==> config.mk <==
export PLATFORM = sky130hd
export DESIGN_NAME = q4q8_back
export DESIGN_NICKNAME = d
export VERILOG_FILES = /design/src/rtl/q4q8_pkg.sv /design/src/rtl/q4q8_back.sv
export SDC_FILE = /design/constraint.sdc
export NUM_CORES = 2
export LEC_CHECK = 0
export ABC_AREA = 1
export BUFFER_PORTS_ARGS = -buffer_cell sky130_fd_sc_hd__buf_4
export CORE_ASPECT_RATIO = 1.25
export CORE_UTILIZATION = 65
export CTS_CLUSTER_DIAMETER = 150
export DETAILED_ROUTE_END_ITERATION = 10
export GPL_TIMING_DRIVEN = 0
export PLACE_DENSITY_LB_ADDON = 0.12
export SLEW_MARGIN = 40
export SYNTH_ARGS = -nofsm -noshare
export SYNTH_HDL_FRONTEND = slang
export SYNTH_SLANG_ARGS = --single-unit
==> constraint.sdc <==
create_clock -name clk -period 29.6 [get_ports clk]
set_clock_uncertainty 0.05 [all_clocks]
set_input_delay 7.4 -clock clk [delete_from_list [all_inputs] [get_ports clk]]
set_output_delay 7.4 -clock clk [all_outputs]
set_load 0.02 [all_outputs]
==> src/rtl/q4q8_pkg.sv <==
// ============================================================================
// q4q8_pkg - shared types and constants
// Request layout, state encoding and numeric constants of the block dot unit.
// ============================================================================
`default_nettype none

package q4q8_pkg;

	localparam int QueueDepth = 2;
	localparam logic [31:0] CanonNan = 32'h7FC0_0000;
	localparam logic [4:0] NibbleBias = 5'd8;

	// One half-precision scale, kept as integer significand times a power of two.
	typedef struct packed {
		logic              sign;
		logic              nan;
		logic              inf;
		logic              zero;
		logic [10:0]       mant;
		logic signed [6:0] expo;
	} half_t;

	// One request as it sits in the queue between front and back.
	typedef struct packed {
		half_t              w;
		half_t              a;
		logic signed [16:0] dot;
		logic               last;
	} blk_entry_t;

	typedef enum logic [2:0] {
		S_IDLE,
		S_MUL1,
		S_MUL2,
		S_RND,
		S_ALN,
		S_ADD
	} back_state_t;

endpackage

`default_nettype wire

==> src/rtl/q4q8_back.sv <==
// ============================================================================
// q4q8_back - scaling and accumulation
// Multiplies scales and dot, rounds to binary32 and adds into the accumulator.
// ============================================================================
`default_nettype none

module q4q8_back (
	input  wire logic                 clk,
	input  wire logic                 arst_n,
	input  wire logic                 q_valid,
	input  wire q4q8_pkg::blk_entry_t q_data,
	output logic                      q_pop,
	output logic                      dot_valid,
	input  wire logic                 dot_stall,
	output logic [31:0]               dot_result
);

	function automatic logic [5:0] lzc38(logic [37:0] v);
		logic [5:0] r;
		r = 6'd38;
		for (int i = 0; i < 38; i++) begin
			if (v[i]) r = 6'(37 - i);
		end
		return r;
	endfunction

	function automatic logic [4:0] lzc27(logic [26:0] v);
		logic [4:0] r;
		r = 5'd27;
		for (int i = 0; i < 27; i++) begin
			if (v[i]) r = 5'(26 - i);
		end
		return r;
	endfunction

	q4q8_pkg::back_state_t state_q, state_d;
	q4q8_pkg::blk_entry_t ent_q;

	logic [21:0]        pm_q;
	logic [15:0]        mag_q;
	logic [37:0]        p_q;
	logic signed [7:0]  exp_q;
	logic               sign_q;
	logic               tspec_q;
	logic [31:0]        tspec_bits_q;
	logic [31:0]        term_q;
	logic [31:0]        acc_q;
	logic               aln_sx_q, aln_sub_q, aln_spec_q;
	logic [31:0]        aln_spec_bits_q;
	logic [7:0]         aln_ex_q;
	logic [26:0]        aln_mx_q, aln_my_q;
	logic [31:0]        res_q;
	logic               res_valid_q;
	logic               out_free, commit;

	assign out_free   = !res_valid_q || !dot_stall;
	assign dot_valid  = res_valid_q;
	assign dot_result = res_q;

	// Next state.
	always_comb begin
		state_d = state_q;
		case (state_q)
			q4q8_pkg::S_IDLE: if (q_valid) state_d = q4q8_pkg::S_MUL1;
			q4q8_pkg::S_MUL1: state_d = q4q8_pkg::S_MUL2;
			q4q8_pkg::S_MUL2: state_d = q4q8_pkg::S_RND;
			q4q8_pkg::S_RND:  state_d = q4q8_pkg::S_ALN;
			q4q8_pkg::S_ALN:  state_d = q4q8_pkg::S_ADD;
			q4q8_pkg::S_ADD: begin
				if (!ent_q.last || out_free) begin
					state_d = q_valid ? q4q8_pkg::S_MUL1 : q4q8_pkg::S_IDLE;
				end
			end
			default: state_d = q4q8_pkg::S_IDLE;
		endcase
	end

	// Control outputs.
	always_comb begin
		commit = 1'b0;
		q_pop  = 1'b0;
		case (state_q)
			q4q8_pkg::S_IDLE: q_pop = q_valid;
			q4q8_pkg::S_ADD: begin
				commit = !ent_q.last || out_free;
				q_pop  = commit && q_valid;
			end
			default: begin
				commit = 1'b0;
				q_pop  = 1'b0;
			end
		endcase
	end

	// Term special cases and operands.
	logic [16:0] dot_abs;
	logic        t_sign, t_nan, t_inf, t_zero;
	always_comb begin
		dot_abs = ent_q.dot[16] ? 17'(-ent_q.dot) : 17'(ent_q.dot);
		t_sign  = ent_q.w.sign ^ ent_q.a.sign ^ ent_q.dot[16];
		t_zero  = ent_q.w.zero || ent_q.a.zero || (ent_q.dot == '0);
		t_inf   = ent_q.w.inf || ent_q.a.inf;
		t_nan   = ent_q.w.nan || ent_q.a.nan || (t_inf && t_zero);
	end

	// Rounding of the exact product to binary32.
	logic [5:0]        t_lz;
	logic [37:0]       t_n;
	logic signed [9:0] t_be;
	logic              t_up;
	logic [31:0]       t_bits;
	always_comb begin
		t_lz   = lzc38(p_q);
		t_n    = p_q << t_lz;
		t_be   = 10'sd164 + 10'(exp_q) - $signed({4'b0000, t_lz});
		t_up   = t_n[13] && ((|t_n[12:0]) || t_n[14]);
		t_bits = {sign_q, 31'({t_be[7:0], t_n[36:14]}) + 31'(t_up)};
	end

	// Alignment of accumulator and term.
	logic        a_nan, b_nan, a_inf, b_inf, swap;
	logic [31:0] x, y;
	logic [7:0]  ex, ey, d;
	logic [26:0] my_ext, my_sh, my_lost;
	always_comb begin
		a_nan = (acc_q[30:23] == 8'hFF) && (acc_q[22:0] != '0);
		b_nan = (term_q[30:23] == 8'hFF) && (term_q[22:0] != '0);
		a_inf = (acc_q[30:23] == 8'hFF) && (acc_q[22:0] == '0);
		b_inf = (term_q[30:23] == 8'hFF) && (term_q[22:0] == '0);
		swap  = term_q[30:0] > acc_q[30:0];
		x     = swap ? term_q : acc_q;
		y     = swap ? acc_q : term_q;
		ex    = (x[30:23] == '0) ? 8'd1 : x[30:23];
		ey    = (y[30:23] == '0) ? 8'd1 : y[30:23];
		d     = ex - ey;
		my_ext = {y[30:23] != '0, y[22:0], 3'b000};
		if (d >= 8'd27) begin
			my_sh   = '0;
			my_lost = my_ext;
		end else begin
			my_sh   = my_ext >> d[4:0];
			my_lost = my_ext & ~({27{1'b1}} << d[4:0]);
		end
	end

	// Add, normalise and round.
	logic [27:0] sum;
	logic [4:0]  s_lz;
	logic [7:0]  s_sh, s_lim;
	logic [26:0] s_n;
	logic [8:0]  s_e;
	logic [7:0]  s_field;
	logic        s_up;
	logic [31:0] add_res;
	always_comb begin
		sum   = aln_sub_q ? ({1'b0, aln_mx_q} - {1'b0, aln_my_q})
		                  : ({1'b0, aln_mx_q} + {1'b0, aln_my_q});
		s_lz  = lzc27(sum[26:0]);
		s_lim = aln_ex_q - 8'd1;
		s_sh  = ({3'b000, s_lz} < s_lim) ? {3'b000, s_lz} : s_lim;
		if (sum[27]) begin
			s_n = {sum[27:2], sum[1] | sum[0]};
			s_e = {1'b0, aln_ex_q} + 9'd1;
		end else begin
			s_n = sum[26:0] << s_sh;
			s_e = {1'b0, aln_ex_q} - {1'b0, s_sh};
		end
		s_field = s_n[26] ? s_e[7:0] : 8'd0;
		s_up    = s_n[2] && (s_n[1] || s_n[0] || s_n[3]);
		if (aln_spec_q) begin
			add_res = aln_spec_bits_q;
		end else if (sum == '0) begin
			add_res = aln_sub_q ? 32'd0 : {aln_sx_q, 31'd0};
		end else if (s_e >= 9'd255) begin
			add_res = {aln_sx_q, 8'hFF, 23'd0};
		end else begin
			add_res = {aln_sx_q, 31'({s_field, s_n[25:3]}) + 31'(s_up)};
		end
	end

	always_ff @(posedge clk) begin
		if (q_pop) begin
			ent_q <= q_data;
		end
		if (state_q == q4q8_pkg::S_MUL1) begin
			pm_q    <= 22'(ent_q.w.mant) * 22'(ent_q.a.mant);
			mag_q   <= dot_abs[15:0];
			exp_q   <= 8'(ent_q.w.expo) + 8'(ent_q.a.expo);
			sign_q  <= t_sign;
			tspec_q <= t_nan || t_inf || t_zero;
			if (t_nan) begin
				tspec_bits_q <= q4q8_pkg::CanonNan;
			end else if (t_inf) begin
				tspec_bits_q <= {t_sign, 8'hFF, 23'd0};
			end else begin
				tspec_bits_q <= {t_sign, 31'd0};
			end
		end
		if (state_q == q4q8_pkg::S_MUL2) begin
			p_q <= 38'(pm_q) * 38'(mag_q);
		end
		if (state_q == q4q8_pkg::S_RND) begin
			term_q <= tspec_q ? tspec_bits_q : t_bits;
		end
		if (state_q == q4q8_pkg::S_ALN) begin
			aln_sx_q   <= x[31];
			aln_sub_q  <= x[31] ^ y[31];
			aln_ex_q   <= ex;
			aln_mx_q   <= {x[30:23] != '0, x[22:0], 3'b000};
			aln_my_q   <= {my_sh[26:1], my_sh[0] | (|my_lost)};
			aln_spec_q <= a_nan || b_nan || a_inf || b_inf;
			if (a_nan || b_nan || (a_inf && b_inf && (acc_q[31] != term_q[31]))) begin
				aln_spec_bits_q <= q4q8_pkg::CanonNan;
			end else begin
				aln_spec_bits_q <= a_inf ? acc_q : term_q;
			end
		end
		if (commit && ent_q.last) begin
			res_q <= add_res;
		end
	end

	always_ff @(posedge clk or negedge arst_n) begin
		if (!arst_n) begin
			state_q     <= q4q8_pkg::S_IDLE;
			acc_q       <= '0;
			res_valid_q <= 1'b0;
		end else begin
			state_q <= state_d;
			if (commit) begin
				acc_q <= ent_q.last ? 32'd0 : add_res;
			end
			if (commit && ent_q.last) begin
				res_valid_q <= 1'b1;
			end else if (!dot_stall) begin
				res_valid_q <= 1'b0;
			end
		end
	end

	a_pop_starts: assert property (@(posedge clk) disable iff (!arst_n)
		q_pop |=> state_q == q4q8_pkg::S_MUL1)
		else $error("request taken from the queue without starting work");

	a_pop_when_free: assert property (@(posedge clk) disable iff (!arst_n)
		q_pop |-> (state_q == q4q8_pkg::S_IDLE || state_q == q4q8_pkg::S_ADD))
		else $error("queue popped in the middle of a request");

	a_acc_cleared: assert property (@(posedge clk) disable iff (!arst_n)
		(commit && ent_q.last) |=> acc_q == 32'd0)
		else $error("accumulator not cleared after the last block");

	a_no_overwrite: assert property (@(posedge clk) disable iff (!arst_n)
		(res_valid_q && dot_stall) |=> res_valid_q && $stable(res_q))
		else $error("pending result lost while the receiver stalled");

	a_canon_nan: assert property (@(posedge clk) disable iff (!arst_n)
		res_valid_q |-> !((res_q[30:23] == 8'hFF) && (res_q[22:0] != '0)
			&& (res_q != q4q8_pkg::CanonNan)))
		else $error("non-canonical NaN on the result");

endmodule

`default_nettype wire

==> impl_results.md <==
- Congestion Overflow GR: 0
- Design area: 0.0442 sq mm
- Measured slew at the worst slew-check pin: 998 ps
- Drt pass-1 iters: 7
- Seq cells post-synth: 345
- Share of layout cells above drive strength 1: 6.93%
- Clock slew at reported path FFs: 70 ps
- Leading area contributor after synthesis: edfxtp_1
- Initial Utilization: 65.9%
- Asr flop ratio synth: 10.4%
- Max_slew headroom: 32.8%
- Prevailing post-synth register cell: edfxtp_1
- Unique masters post-synth: 75
- DRT iter0 DRCs: 4491
- GPL Wtd Cong: 1.12
- CTS root buf: clkbuf_16
- RSZ-0062 raised after global routing: no
- Synthesized cell area: 0.0409 sq mm
- I/O pin count: 100
- Register area share after synthesis: 24.9%
- Hold_buf cts: 0
- WHS: 470 ps
- Hold Vio Cnt, Final: 0
- Most frequent cells after synthesis: nand2_1, inv_1, nand3_1
- Number of H-tree levels: 2
- Min-Delay Path Class: flip-flop to flip-flop
- WP data required: 22150 ps
- Setup bufs post-CTS: 0
- Share of the synthesized area in the top cell type: 22.7%
- Die width: 226 um
- Critical Path Fanout Max: 19
- Most common cell in the netlist: nand2_1
- Vias per cell: 6.14
- Period utilization: 56.0%
- MaxCap Viol Count: 0
- # DRC: 0
- Tot GR Track Use: 48.8%
- Area contributors post-synth: edfxtp_1, fa_1, nand2_1
- CTS tree: built
- YS warnings: 0
- DP HPWL: 118 mm
- CTS Buf Count: 38
- Wire length per cell: 23.8 um
- Post-layout util: 71.3%
- Outcome: finished, final reports clean
- Number of antenna diodes: 0
- # clock sinks: 345
- Max Fclk: 60.3 MHz
- Critical R2R Launch: aln_mx_q[3]
- Syn-to-layout area delta: 8.22%
- Vias in the first global route: 40600
- Bufs on Longest Clock Path: 3
- Finish-stage setup viols: 0
- Period minus WS final: 16590 ps
- Pin count of the biggest net entering global routing: 37
- Syn Inst Count: 5416
- WP data arrival: 9140 ps
- Fin nets: 6301
- Die ar.: 0.0639 sq mm
- Overall routed net length: 153 mm
- Core ar.: 0.0620 sq mm
- Clock latency on the worst-skew pair: 600 ps
- Post-synth EDFFs: 309
- Mean Syn Cell Area: 7.55 sq um
- Area post-placement: 0.0430 sq mm
- Cts repair resizes: 0
- Buffers on Ports: 99
- Crit path launch: dot_stall
- Row cnt: 102
- First-pass GRT wire length: 229 mm
- Die Y-Extent: 282 um
- Final ANT Viol Nets: 0
- Max Transition Viols Final: 0
- Crit start category: input port
- Initial antenna violation count: 0
- HP Start: ent_q[1]
- Flop2flop setup slack: 19210 ps
- Crit path capture type: output port
- Syn nets: 6136
- DR vias: 39500
- Setup TNS Final: 0 ps
- Crit Path Category: input port to output port
==> cells by family after synthesis <==
kind of cell / after synthesis / synth area share [%]
compound gates: 576 / 8.03
mux: 10 / 0.245
xor+xnor: 112 / 2.42
simple gates: 2487 / 25.9
fa+ha+maj: 654 / 26.7
buf+inv: 1232 / 11.8
flops: 345 / 24.9
==> layout make-up <==
| class | count | area, sq um |
|---|---|---|
| plain buffers | 218 | 1010 |
| inverters | 1014 | 3820 |
| well taps | 832 | 1040 |
| clock inverters | 24 | 209 |
| fillers | 4642 | 17800 |
| clock buffers | 46 | 1030 |
| flip-flops and latches | 345 | 10200 |
| repair buffers | 125 | 1010 |
| multi-input cells | 3839 | 25900 |
==> state kept, by name, summed over array words and instances, names as in the netlist, 24 cells and up <==
signal,flops
acc_q,32
aln_mx_q,24
aln_my_q,27
aln_spec_bits_q,32
dot_result,32
ent_q,62
p_q,38
term_q,32
==> critical path, stage by stage <==
cell and delay [ps]:
buf_4 110, inv_1 70, nor3_1 80, nor2_1 130, inv_1 210, a21boi_4 470
buf_8 260, buf_8 220, buf_4 170
==> worst paths after layout <==
path,endpoint,cells after the start
min reg2reg,mag_q[0],0
max reg2reg,acc_q[4],58
max,q_pop,9
min,mag_q[0],0
max in group asynchronous,acc_q[6],1
min in group asynchronous,acc_q[21],1
==> layout by cell type, fill, tap and decap left out, drive strengths merged, types with 17 or more instances in the layout <==
cell    count
clkinv     19
o21bai     17
xnor2      27
inv      1013
nand4      46
nor3       63
nor2      305
dfrtp      36
fa        363
nand2    1617
nand3     408
clkbuf    215
nor4       18
buf       173
a21oi     174
ha        291
xor2       85
edfxtp    309
o21ai     289
==> stage by stage <==
step / worst slack [ps] / std cells
global placement: 7400 / 6347
global route: 12950 / 6443
CTS: 13050 / 6443
finish: 13010 / 6443
floorplan: 9540 / 5416
detailed placement: 13060 / 6373
==> routing by layer <==
metal  GRT usage [%]  vias to the layer above  part of all wire [%]
met1            45.3                    18200                    30
li1                -                    17400                     -
met4            54.3                        0                    14
met3            13.0                     1198                   9.0
met5           0.384                        -                     0
met2            82.3                     2818                    48
Power is not shown: default switching activity piles up to over one toggle a cycle in this logic, so the estimate is an artifact.
