**src/rtl/q4q8_pkg.sv**
```systemverilog
// ============================================================================
// q4q8_pkg - shared types and constants
// Request layout, state encoding and numeric constants of the block dot unit.
// ============================================================================
`default_nettype none

package q4q8_pkg;

	localparam int QueueDepth = 2;
	localparam logic [31:0] CanonNan = 32'h7FC0_0000;
	localparam logic [4:0] NibbleBias = 5'd8;

	// One half-precision scale, kept as integer significand times a power of two.
	typedef struct packed {
		logic              sign;
		logic              nan;
		logic              inf;
		logic              zero;
		logic [10:0]       mant;
		logic signed [6:0] expo;
	} half_t;

	// One request as it sits in the queue between front and back.
	typedef struct packed {
		half_t              w;
		half_t              a;
		logic signed [16:0] dot;
		logic               last;
	} blk_entry_t;

	typedef enum logic [2:0] {
		S_IDLE,
		S_MUL1,
		S_MUL2,
		S_RND,
		S_ALN,
		S_ADD
	} back_state_t;

endpackage

`default_nettype wire

```
**src/rtl/q4q8_queue.sv**
```systemverilog
// ============================================================================
// q4q8_queue - request queue
// Short register queue that lets the front and the back stall independently.
// ============================================================================
`default_nettype none

module q4q8_queue #(
	parameter int Depth = q4q8_pkg::QueueDepth
) (
	input  wire logic                 clk,
	input  wire logic                 arst_n,
	input  wire logic                 push,
	input  wire q4q8_pkg::blk_entry_t wdata,
	output logic                      full,
	output logic                      valid,
	output q4q8_pkg::blk_entry_t      rdata,
	input  wire logic                 pop
);

	localparam int PtrW = (Depth > 1) ? $clog2(Depth) : 1;
	localparam int CntW = $clog2(Depth + 1);

	q4q8_pkg::blk_entry_t mem_q [Depth];
	logic [PtrW-1:0] wr_ptr_q, rd_ptr_q;
	logic [CntW-1:0] count_q;

	assign full  = (count_q == CntW'(Depth));
	assign valid = (count_q != '0);
	assign rdata = mem_q[rd_ptr_q];

	always_ff @(posedge clk) begin
		if (push) begin
			mem_q[wr_ptr_q] <= wdata;
		end
	end

	always_ff @(posedge clk or negedge arst_n) begin
		if (!arst_n) begin
			wr_ptr_q <= '0;
			rd_ptr_q <= '0;
			count_q  <= '0;
		end else begin
			if (push) begin
				wr_ptr_q <= (wr_ptr_q == PtrW'(Depth - 1)) ? '0 : wr_ptr_q + 1'b1;
			end
			if (pop) begin
				rd_ptr_q <= (rd_ptr_q == PtrW'(Depth - 1)) ? '0 : rd_ptr_q + 1'b1;
			end
			if (push && !pop) begin
				count_q <= count_q + 1'b1;
			end else if (pop && !push) begin
				count_q <= count_q - 1'b1;
			end
		end
	end

endmodule

`default_nettype wire

```
**config.mk**
```make
export PLATFORM = sky130hd
export DESIGN_NAME = q4q8_queue
export DESIGN_NICKNAME = d
export VERILOG_FILES = /design/src/rtl/q4q8_pkg.sv /design/src/rtl/q4q8_queue.sv
export SDC_FILE = /design/constraint.sdc
export NUM_CORES = 1
export LEC_CHECK = 0
export BUFFER_PORTS_ARGS = -buffer_cell sky130_fd_sc_hd__buf_2
export CAP_MARGIN = 20
export CORE_ASPECT_RATIO = 0.75
export CORE_UTILIZATION = 25
export CTS_CLUSTER_SIZE = 14
export DETAILED_ROUTE_END_ITERATION = 7
export PLACE_DENSITY_LB_ADDON = 0.2
export SLEW_MARGIN = 20
export SYNTH_ARGS = -nofsm -noshare
export SYNTH_HDL_FRONTEND = slang
export SYNTH_SLANG_ARGS = --single-unit
```
**constraint.sdc**
```tcl
create_clock -name clk -period 4.7 [get_ports clk]
set_input_delay 0.94 -clock clk [delete_from_list [all_inputs] [get_ports clk]]
set_output_delay 0.94 -clock clk [all_outputs]
set_load 0.03 [all_outputs]
```
==> flow_summary.ini, run 1 <==
[outcome]
outcome = completed

[finish]
fin_cells = 621
seqCellArea_um2 = 3830
final_util_pct = 33.4
multi_input_area_um2 = 1010
fill_cells = 1913
finish.instance_area_um2 = 6480
syn_to_final_growth_pct = 30.6
fin_nets = 420
drive_above_1_share_pct = 62.0

[synth]
syn-num-nets = 276
synth-warning-count = 0
yosysUniqueCellTypes = 14
avgSynthCellArea_um2 = 23.7
syn_area_um2 = 4960
ys_ff_latch = 128
synthCells = 209
ys_seq_area_share_pct = 77.0

[drt]
drtAntennaViolNets = 0
wl_per_cell_um = 14.7
dr_total_vias = 2392
drc = 0
drt-initial-drc-count = 117
routed_wl_mm = 9.10
firstDrtPassIters = 4
via_per_inst = 3.85

[global_routing]
grt_pass1_vias = 2461
grt_first_pass_wirelength_mm = 13.6
overflow = 0
grt-busiest-layer = met2
use_met1_pct = 11.2
met3_usage_pct = 5.46
grt_use_total_pct = 9.40
antenna_found_initial = 0
gr-usage-met2_pct = 13.6
grt_max_degree = 63

[place]
dp_cells = 586
placed_cell_area_um2 = 5840
gp_congestion = 0.687
dp.final_hpwl_mm = 5.63
preCtsSetupSlack_ns = 1.70
io_buffer_count = 129

[setup_path]
r2r-start = wr_ptr_q
reg2regPathDepth = 1
path_class = flop to output port
worstPathMaxFanout = 53
reg2reg_slack_ns = 3.11
cp-start-kind = flop
r2r-end = mem_q[1][44]
cp-end-kind = output port
cp.required_ns = 3.76
cp.arrival_ns = 2.46

[clock_tree]
cts_hold_repair.buffers = 0
cts_buffers = 17
path_clk_slew_ns = 0.05
post-cts-setup-buffers = 0
clk_latency_ns = 0.41
clkSinkCount = 128
tritoncts = done
htreeDepth = 4
clock_path_buffers = 2
ctsResizeCount = 0
root_buffer = clkbuf_16

[floorplan]
die_h_um = 124
rows = 44
fp.dieW_um = 165
fp.coreArea_um2 = 19400
ios = 130
dieArea_um2 = 20400
initial_core_util_pct = 25.6

[min_path]
hold_class = primary input to async pin

[sta]
fin_crit_ns = 3.40
setup_viol = 0
fmax_mhz = 294
hold_viol = 0
worst_slack_ns = 1.30
drv_slew = 0
tightest_slew_ns = 1.06
setup-tns-final_ns = 0
slew-limit-headroom_pct = 29.6
grt_setup_unrepaired = false
finalCritPeriodShare_pct = 72.4
fin_skew_ns = 0.00468

[power_and_ir_drop]
p_leak_uw = 0.00258
peakVddDrop_uv = 289
power.density_nw_per_um2 = 693

[run]
drv_cap = 0
==> where the power goes <==
| part | switching, µW | internal [µW] | total (µW) |
|---|---|---|---|
| combinational | 806 | 606 | 1410 |
| sequential | 190 | 1520 | 1710 |
| clock | 483 | 885 | 1370 |
==> layer usage <==
metal / wire (µm) / vias to the layer above
li1: - / 1118
met1: 4130 / 1156
met2: 3840 / 104
met3: 988 / 14
met4: 147 / 0
met5: 0 / -
==> metrics by stage <==
step | power [µW] | hold WS (ns)
floorplan | 2880 | 0.447
global placement | 3150 | 0.468
detailed placement | 3170 | 0.509
CTS | 4560 | 0.308
global route | 4700 | 0.304
finish | 4490 | 0.326
==> synth_stat cells, drive strengths merged <==
cell type,instances,area (µm²)
edfxtp,124,3720
mux2,62,920
buf,7,131
dfrtp,4,100
xor2,4,35.0
nor2b,2,12.5
and2,1,6.26
ha,1,12.5
inv,1,3.75
nor2,1,3.75
or2,1,6.26
xnor2,1,8.76
==> cells in the final DEF (no fill, tap or decap), drive strengths merged <==
master / n
bufinv: 4
nor2: 1
edfxtp: 124
dfrtp: 4
or2: 1
buf: 132
and2: 1
xor2: 4
xnor2: 1
nor2b: 2
clkinvlp: 2
inv: 1
diode: 2
clkbuf: 18
clkinv: 8
mux2: 62
ha: 1
==> worst max-delay path by stage <==
stage	from	endpoint	slack, ns	depth (start not counted)
5_1_grt	rd_ptr_q	rdata[43]	1.17	3
3_5_place_dp	rd_ptr_q	rdata[54]	1.70	3
4_1_cts	rd_ptr_q	rdata[54]	1.24	3
6_report	rd_ptr_q	rdata[54]	1.30	3
2_1_floorplan	push	mem_q[0][0]	0.54	1
3_3_place_gp	rd_ptr_q	rdata[23]	1.73	3
==> critical path: stages, from the launching register on <==
cell and delay, ns:
dfrtp_4 1.12, buf_4 0.38, mux2_4 0.32, buf_2 0.17
==> final cells by class <==
type	count	share of cell area, %
multi-input combinational	73	15.7
antenna	2	0.0772
timing repair buffer	132	10.7
clock buffer	18	6.62
inverter	1	0.0579
sequential	128	59.1
tap	253	4.88
clock inverter	14	2.95
==> flip-flops by register name, summed over array words and instances (netlist names) <==
name and flops:
count_q 2, mem_q 124, rd_ptr_q 1, wr_ptr_q 1
==> kinds of logic after synthesis <==
group | Yosys count | share of synthesized area (%)
fa+ha+maj | 1 | 0.252
xor+xnor | 5 | 0.882
simple gates | 5 | 0.580
buf+inv | 8 | 2.72
mux | 62 | 18.5
flops | 128 | 77.0
Power figures use the tool's default switching activity.
==> run 2, diff against run 1 <==
Settings changed: ABC_AREA from default to 1.
Clock period 4.7 ns to 2.8 ns, I/O delays scaled along.
==> flow_summary.ini, run 2 <==
[outcome]
outcome = completed

[min_path]
min_to = mem_q[1][32]
hold_class = primary input to flop
hold_depth = 1
hold_start = wdata[32]

[sta]
finalCritPeriodShare_pct = 86.9
setup-tns-final_ns = 0
fin_skew_ns = 0.00558
fmax_mhz = 411
drv_slew = 0
hold_viol = 0
setup_viol = 0
fin_crit_ns = 2.43
worst_slack_ns = 0.366
grt_setup_unrepaired = false
slew-limit-headroom_pct = 64.5
tightest_slew_ns = 0.533

[power_and_ir_drop]
seqPwrFrac_pct = 35.6
p_sw_share_pct = 33.7
p_switching_uw = 2510
p_leak_uw = 0.00261
p_int_uw = 4940
pwr-share-comb_pct = 34.8
peakVddDrop_uv = 450
power.density_nw_per_um2 = 1150
pwr-share-clk_pct = 29.6

[setup_path]
r2r-end = mem_q[0][44]
cp.arrival_ns = 1.87
crit_family = buffers and inverters
cp.required_ns = 2.24
r2r-start = wr_ptr_q
cp-start-kind = flop
path_class = flop to output port
reg2regPathDepth = 2
cp.buffers_inverters = 2
crit_slowest_cell = dfrtp_4
worstPathMaxFanout = 63
crit_path_max_incr_delay_ns = 0.41
crit_chain = buf_12, mux2_2, buf_2
reg2reg_slack_ns = 1.46
cp-end-kind = output port

[finish]
syn_to_final_growth_pct = 30.0
fill_cells = 1900
fin_nets = 432
seqCellArea_um2 = 3830
fin_cells = 631
layout_common_cells = 129 x buf_2, 124 x edfxtp_1, 59 x mux2_4
final_util_pct = 33.3
top_regs = mem_q x124, count_q x2
diodes = 0
drive_above_1_share_pct = 60.8
multi_input_area_um2 = 1010
largest_register_ff_count = 124
final_common_cell = buf_2
top_register = mem_q
finish.instance_area_um2 = 6480

[global_routing]
antenna_found_initial = 0
grt_pass1_vias = 2617
grt_use_total_pct = 9.76
grt_max_degree = 64
overflow = 0
grt_first_pass_wirelength_mm = 14.1

[drt]
drc = 0
drt-initial-drc-count = 87
routed_wl_mm = 9.42
firstDrtPassIters = 6
via_per_inst = 3.92
wl_per_cell_um = 14.9
dr_total_vias = 2474
drtAntennaViolNets = 0

[floorplan]
ios = 130
rows = 44
dieArea_um2 = 20500
fp.coreArea_um2 = 19400
die_h_um = 124
initial_core_util_pct = 25.6
fp.dieW_um = 165

[synth]
synthCells = 218
synth_top_flop_cell = edfxtp_1
yosys-top-cells-area = edfxtp_1 75%, mux2_4 18%, buf_12 2.4%
yosysUniqueCellTypes = 14
synthTopCellsByCount = 124 x edfxtp_1, 59 x mux2_4, 7 x inv_1
avgSynthCellArea_um2 = 22.8
synth_edf_count = 124
synth_top_area_share_pct = 74.8
async_flop_share_pct = 3.13
yosysTopAreaCell = edfxtp_1
ys_ff_latch = 128
syn-num-nets = 285
syn_area_um2 = 4980
ys_seq_area_share_pct = 76.8
synth.most_common_cell = edfxtp_1
synth-warning-count = 0

[place]
preCtsSetupSlack_ns = 0.807
dp_cells = 598
dp.final_hpwl_mm = 5.71
io_buffer_count = 129
placed_cell_area_um2 = 5870
gp_congestion = 0.675

[clock_tree]
htreeDepth = 4
clock_path_buffers = 2
cts_buffers = 17
ctsResizeCount = 0
tritoncts = done
clkSinkCount = 128
root_buffer = clkbuf_16
clk_latency_ns = 0.41
post-cts-setup-buffers = 0
path_clk_slew_ns = 0.06

[run]
drv_cap = 0
-- run 2: cell types whose count changed in the layout (fill, tap and decap cells not counted), moves of 2 or more --
cell and change:
buf_4 +3, xor2_1 -2, diode_2 -2, inv_1 +5
inv_6 +2, nand2_1 +6, clkinv_2 +4, clkinv_4 -4
-- run 2: area by class of cell --
class                      instances  area share, %
sequential                       128           59.1
timing repair buffer             135           10.9
clock buffer                      17           6.57
clock inverter                    15           2.59
multi-input combinational         76           15.6
inverter                           7          0.406
tap                              253           4.89
-- run 2: logic make-up (layout without fill, tap and decap cells) --
group	count (synthesis)	after routing	synth area share, %
xor+xnor	3	3	0.528
fa+ha+maj	1	1	0.251
buf+inv	14	174	3.17
flops	128	128	76.8
mux	62	62	18.5
simple gates	10	10	0.829
-- run 2: worst max path at each step --
stage	depth (start not counted)	to	slack (ns)	startpoint
after global placement	3	rdata[42]	0.81	rd_ptr_q
after CTS	3	rdata[42]	0.35	rd_ptr_q
after floorplan	2	mem_q[0][0]	0.19	push
final	3	rdata[41]	0.37	rd_ptr_q
after global routing	3	rdata[42]	0.32	rd_ptr_q
after detailed placement	3	rdata[42]	0.81	rd_ptr_q
-- run 2: worst reg2reg max path: cells and delay by family (launching register included) --
kind	cells	cell delay, ns
DFF	1	0.42
buffers and inverters	1	0.41
and+or+nand+nor	1	0.12
-- run 2: metrics by stage --
step / hold WS, ns / power (µW)
after detailed placement: 0.374 / 5340
after global placement: 0.373 / 5330
final: 0.331 / 7450
after CTS: 0.302 / 7600
after floorplan: 0.264 / 4820
after global routing: 0.299 / 7820
-- run 2: layer usage --
metal	global-route usage [%]	up-vias	part of all wire, %
met4	4.37	0	1.6
met1	11.4	1217	44
met5	0	-	0
met2	14.6	98	46
met3	5.21	13	9.0
li1	-	1146	-
-- run 2: what timing repair did --
item,CTS,global route
hold buffers,1,0
endpoints found under the hold margin,4,0
setup endpoints to repair,0,0
-- run 2: power groups by stage --
stage	Combinational [µW]	Sequential [µW]	Clock, µW
final	2590	2650	2210
after global routing	2770	2680	2370
after CTS	2650	2650	2290
after floorplan	2150	2670	0
after detailed placement	2640	2690	0
after global placement	2650	2680	0
==> run 3, diff against run 2 <==
Settings changed: CORE_UTILIZATION 25 to 47.
==> flow_summary.ini, run 3 (synthesis results as in run 2) <==
[clock_tree]
ctsResizeCount = 0
path_clk_slew_ns = 0.05
clock_path_buffers = 2
htreeDepth = 4
cts_buffers = 17
clk_latency_ns = 0.41
root_buffer = clkbuf_16
post-cts-setup-buffers = 0
cts_hold_repair.buffers = 1
clkSinkCount = 128
tritoncts = done

[finish]
layout_common_cells = 129 x buf_2, 124 x edfxtp_1, 59 x mux2_4
syn_to_final_growth_pct = 26.0
top_regs = mem_q x124, count_q x2
largest_register_ff_count = 124
fin_nets = 433
final_util_pct = 61.0
fill_cells = 763
drive_above_1_share_pct = 58.7
top_register = mem_q
final_common_cell = buf_2
multi_input_area_um2 = 1010
diodes = 0
seqCellArea_um2 = 3830

[min_path]
min_to = mem_q[1][49]
hold_start = wdata[49]
hold_class = primary input to flop
hold_depth = 1

[power_and_ir_drop]
p_switching_uw = 2360
p_leak_uw = 0.00259
p_int_uw = 4830
pwr-share-comb_pct = 34.1
seqPwrFrac_pct = 38.3
pwr-share-clk_pct = 27.6
power.density_nw_per_um2 = 1150
peakVddDrop_uv = 508
p_sw_share_pct = 32.9

[setup_path]
cp.buffers_inverters = 2
reg2reg_slack_ns = 1.46
worst-path-stages = 3
cp.required_ns = 2.24
cp.arrival_ns = 2.03
reg2regPathDepth = 2
worstPathMaxFanout = 29
r2r-end = mem_q[0][14]
cp-end-kind = output port
r2r-start = wr_ptr_q
crit_family = flip-flops
cp-start-kind = flop
crit_chain = buf_12, mux2_2, buf_2
crit_path_max_incr_delay_ns = 0.74
path_class = flop to output port
crit_slowest_cell = dfrtp_4

[global_routing]
grt_max_degree = 35
grt_first_pass_wirelength_mm = 12.7
antenna_found_initial = 0
grt_pass1_vias = 2499
grt_use_total_pct = 16.2
overflow = 0

[drt]
wl_met2_mm = 4.00
drt-initial-drc-count = 132
dr_total_vias = 2444
drtAntennaViolNets = 0
top_layer = met4
wl_per_cell_um = 16.1
routedLengthMet1_mm = 3.45
firstDrtPassIters = 4
routed_wl_mm = 8.26
drc = 0
via_per_inst = 4.75
route.met3.wl_um = 745

[sta]
fin_crit_ns = 2.59
grt_setup_unrepaired = false
tightest_slew_ns = 0.501
fin_skew_ns = 0.0116
hold_viol = 0
finalCritPeriodShare_pct = 92.5
slew-limit-headroom_pct = 66.6
setup-tns-final_ns = 0
fmax_mhz = 386
setup_viol = 0
drv_slew = 0
hold-worst-slack_ns = 0.341

[floorplan]
dieArea_um2 = 11000
initial_core_util_pct = 48.4
fp.dieW_um = 121
die_h_um = 91.2
rows = 32
fp.coreArea_um2 = 10300
ios = 130

[place]
dp.final_hpwl_mm = 5.37
io_buffer_count = 129
gp_congestion = 0.688

[outcome]
outcome = completed

[run]
drv_cap = 0
run 3: cell type report:
cell class | instances | area share [%]
well taps | 136 | 2.71
clock buffers | 20 | 6.95
repair buffers | 136 | 11.4
multi-input cells | 76 | 16.0
flip-flops and latches | 128 | 61.0
clock inverters | 11 | 1.55
inverters | 7 | 0.418
run 3: per-stage QoR:
stage,cells,power (µW),setup WS [ns],cell area (µm²)
3_3_place_gp,482,5250,0.626,5730
5_1_grt,514,7510,0.124,6280
4_1_cts,514,7290,0.168,6280
3_5_place_dp,482,5290,0.612,5730
2_1_floorplan,218,4820,0.188,4980
6_report,514,7200,0.209,6280
run 3: how the worst max path moves through the flow:
| stage | start | end | slack (ns) |
|---|---|---|---|
| after floorplan | push | mem_q[0][0] | 0.19 |
| after global placement | rd_ptr_q | rdata[41] | 0.63 |
| after detailed placement | rd_ptr_q | rdata[41] | 0.61 |
| after CTS | rd_ptr_q | rdata[41] | 0.17 |
| after global routing | rd_ptr_q | rdata[42] | 0.12 |
| final | rd_ptr_q | rdata[41] | 0.21 |
run 3: metal layers:
metal / vias to the layer above / global-route usage [%]
li1: 1146 / -
met1: 1191 / 19.3
met2: 98 / 24.9
met3: 9 / 8.04
met4: 0 / 7.10
met5: - / 0
run 3: power by group through the flow:
stage	Combinational [µW]	Sequential, µW	Clock (µW)
6_report	2460	2760	1980
5_1_grt	2600	2800	2110
4_1_cts	2500	2770	2030
3_5_place_dp	2480	2800	0
3_3_place_gp	2480	2780	0
2_1_floorplan	2150	2670	0
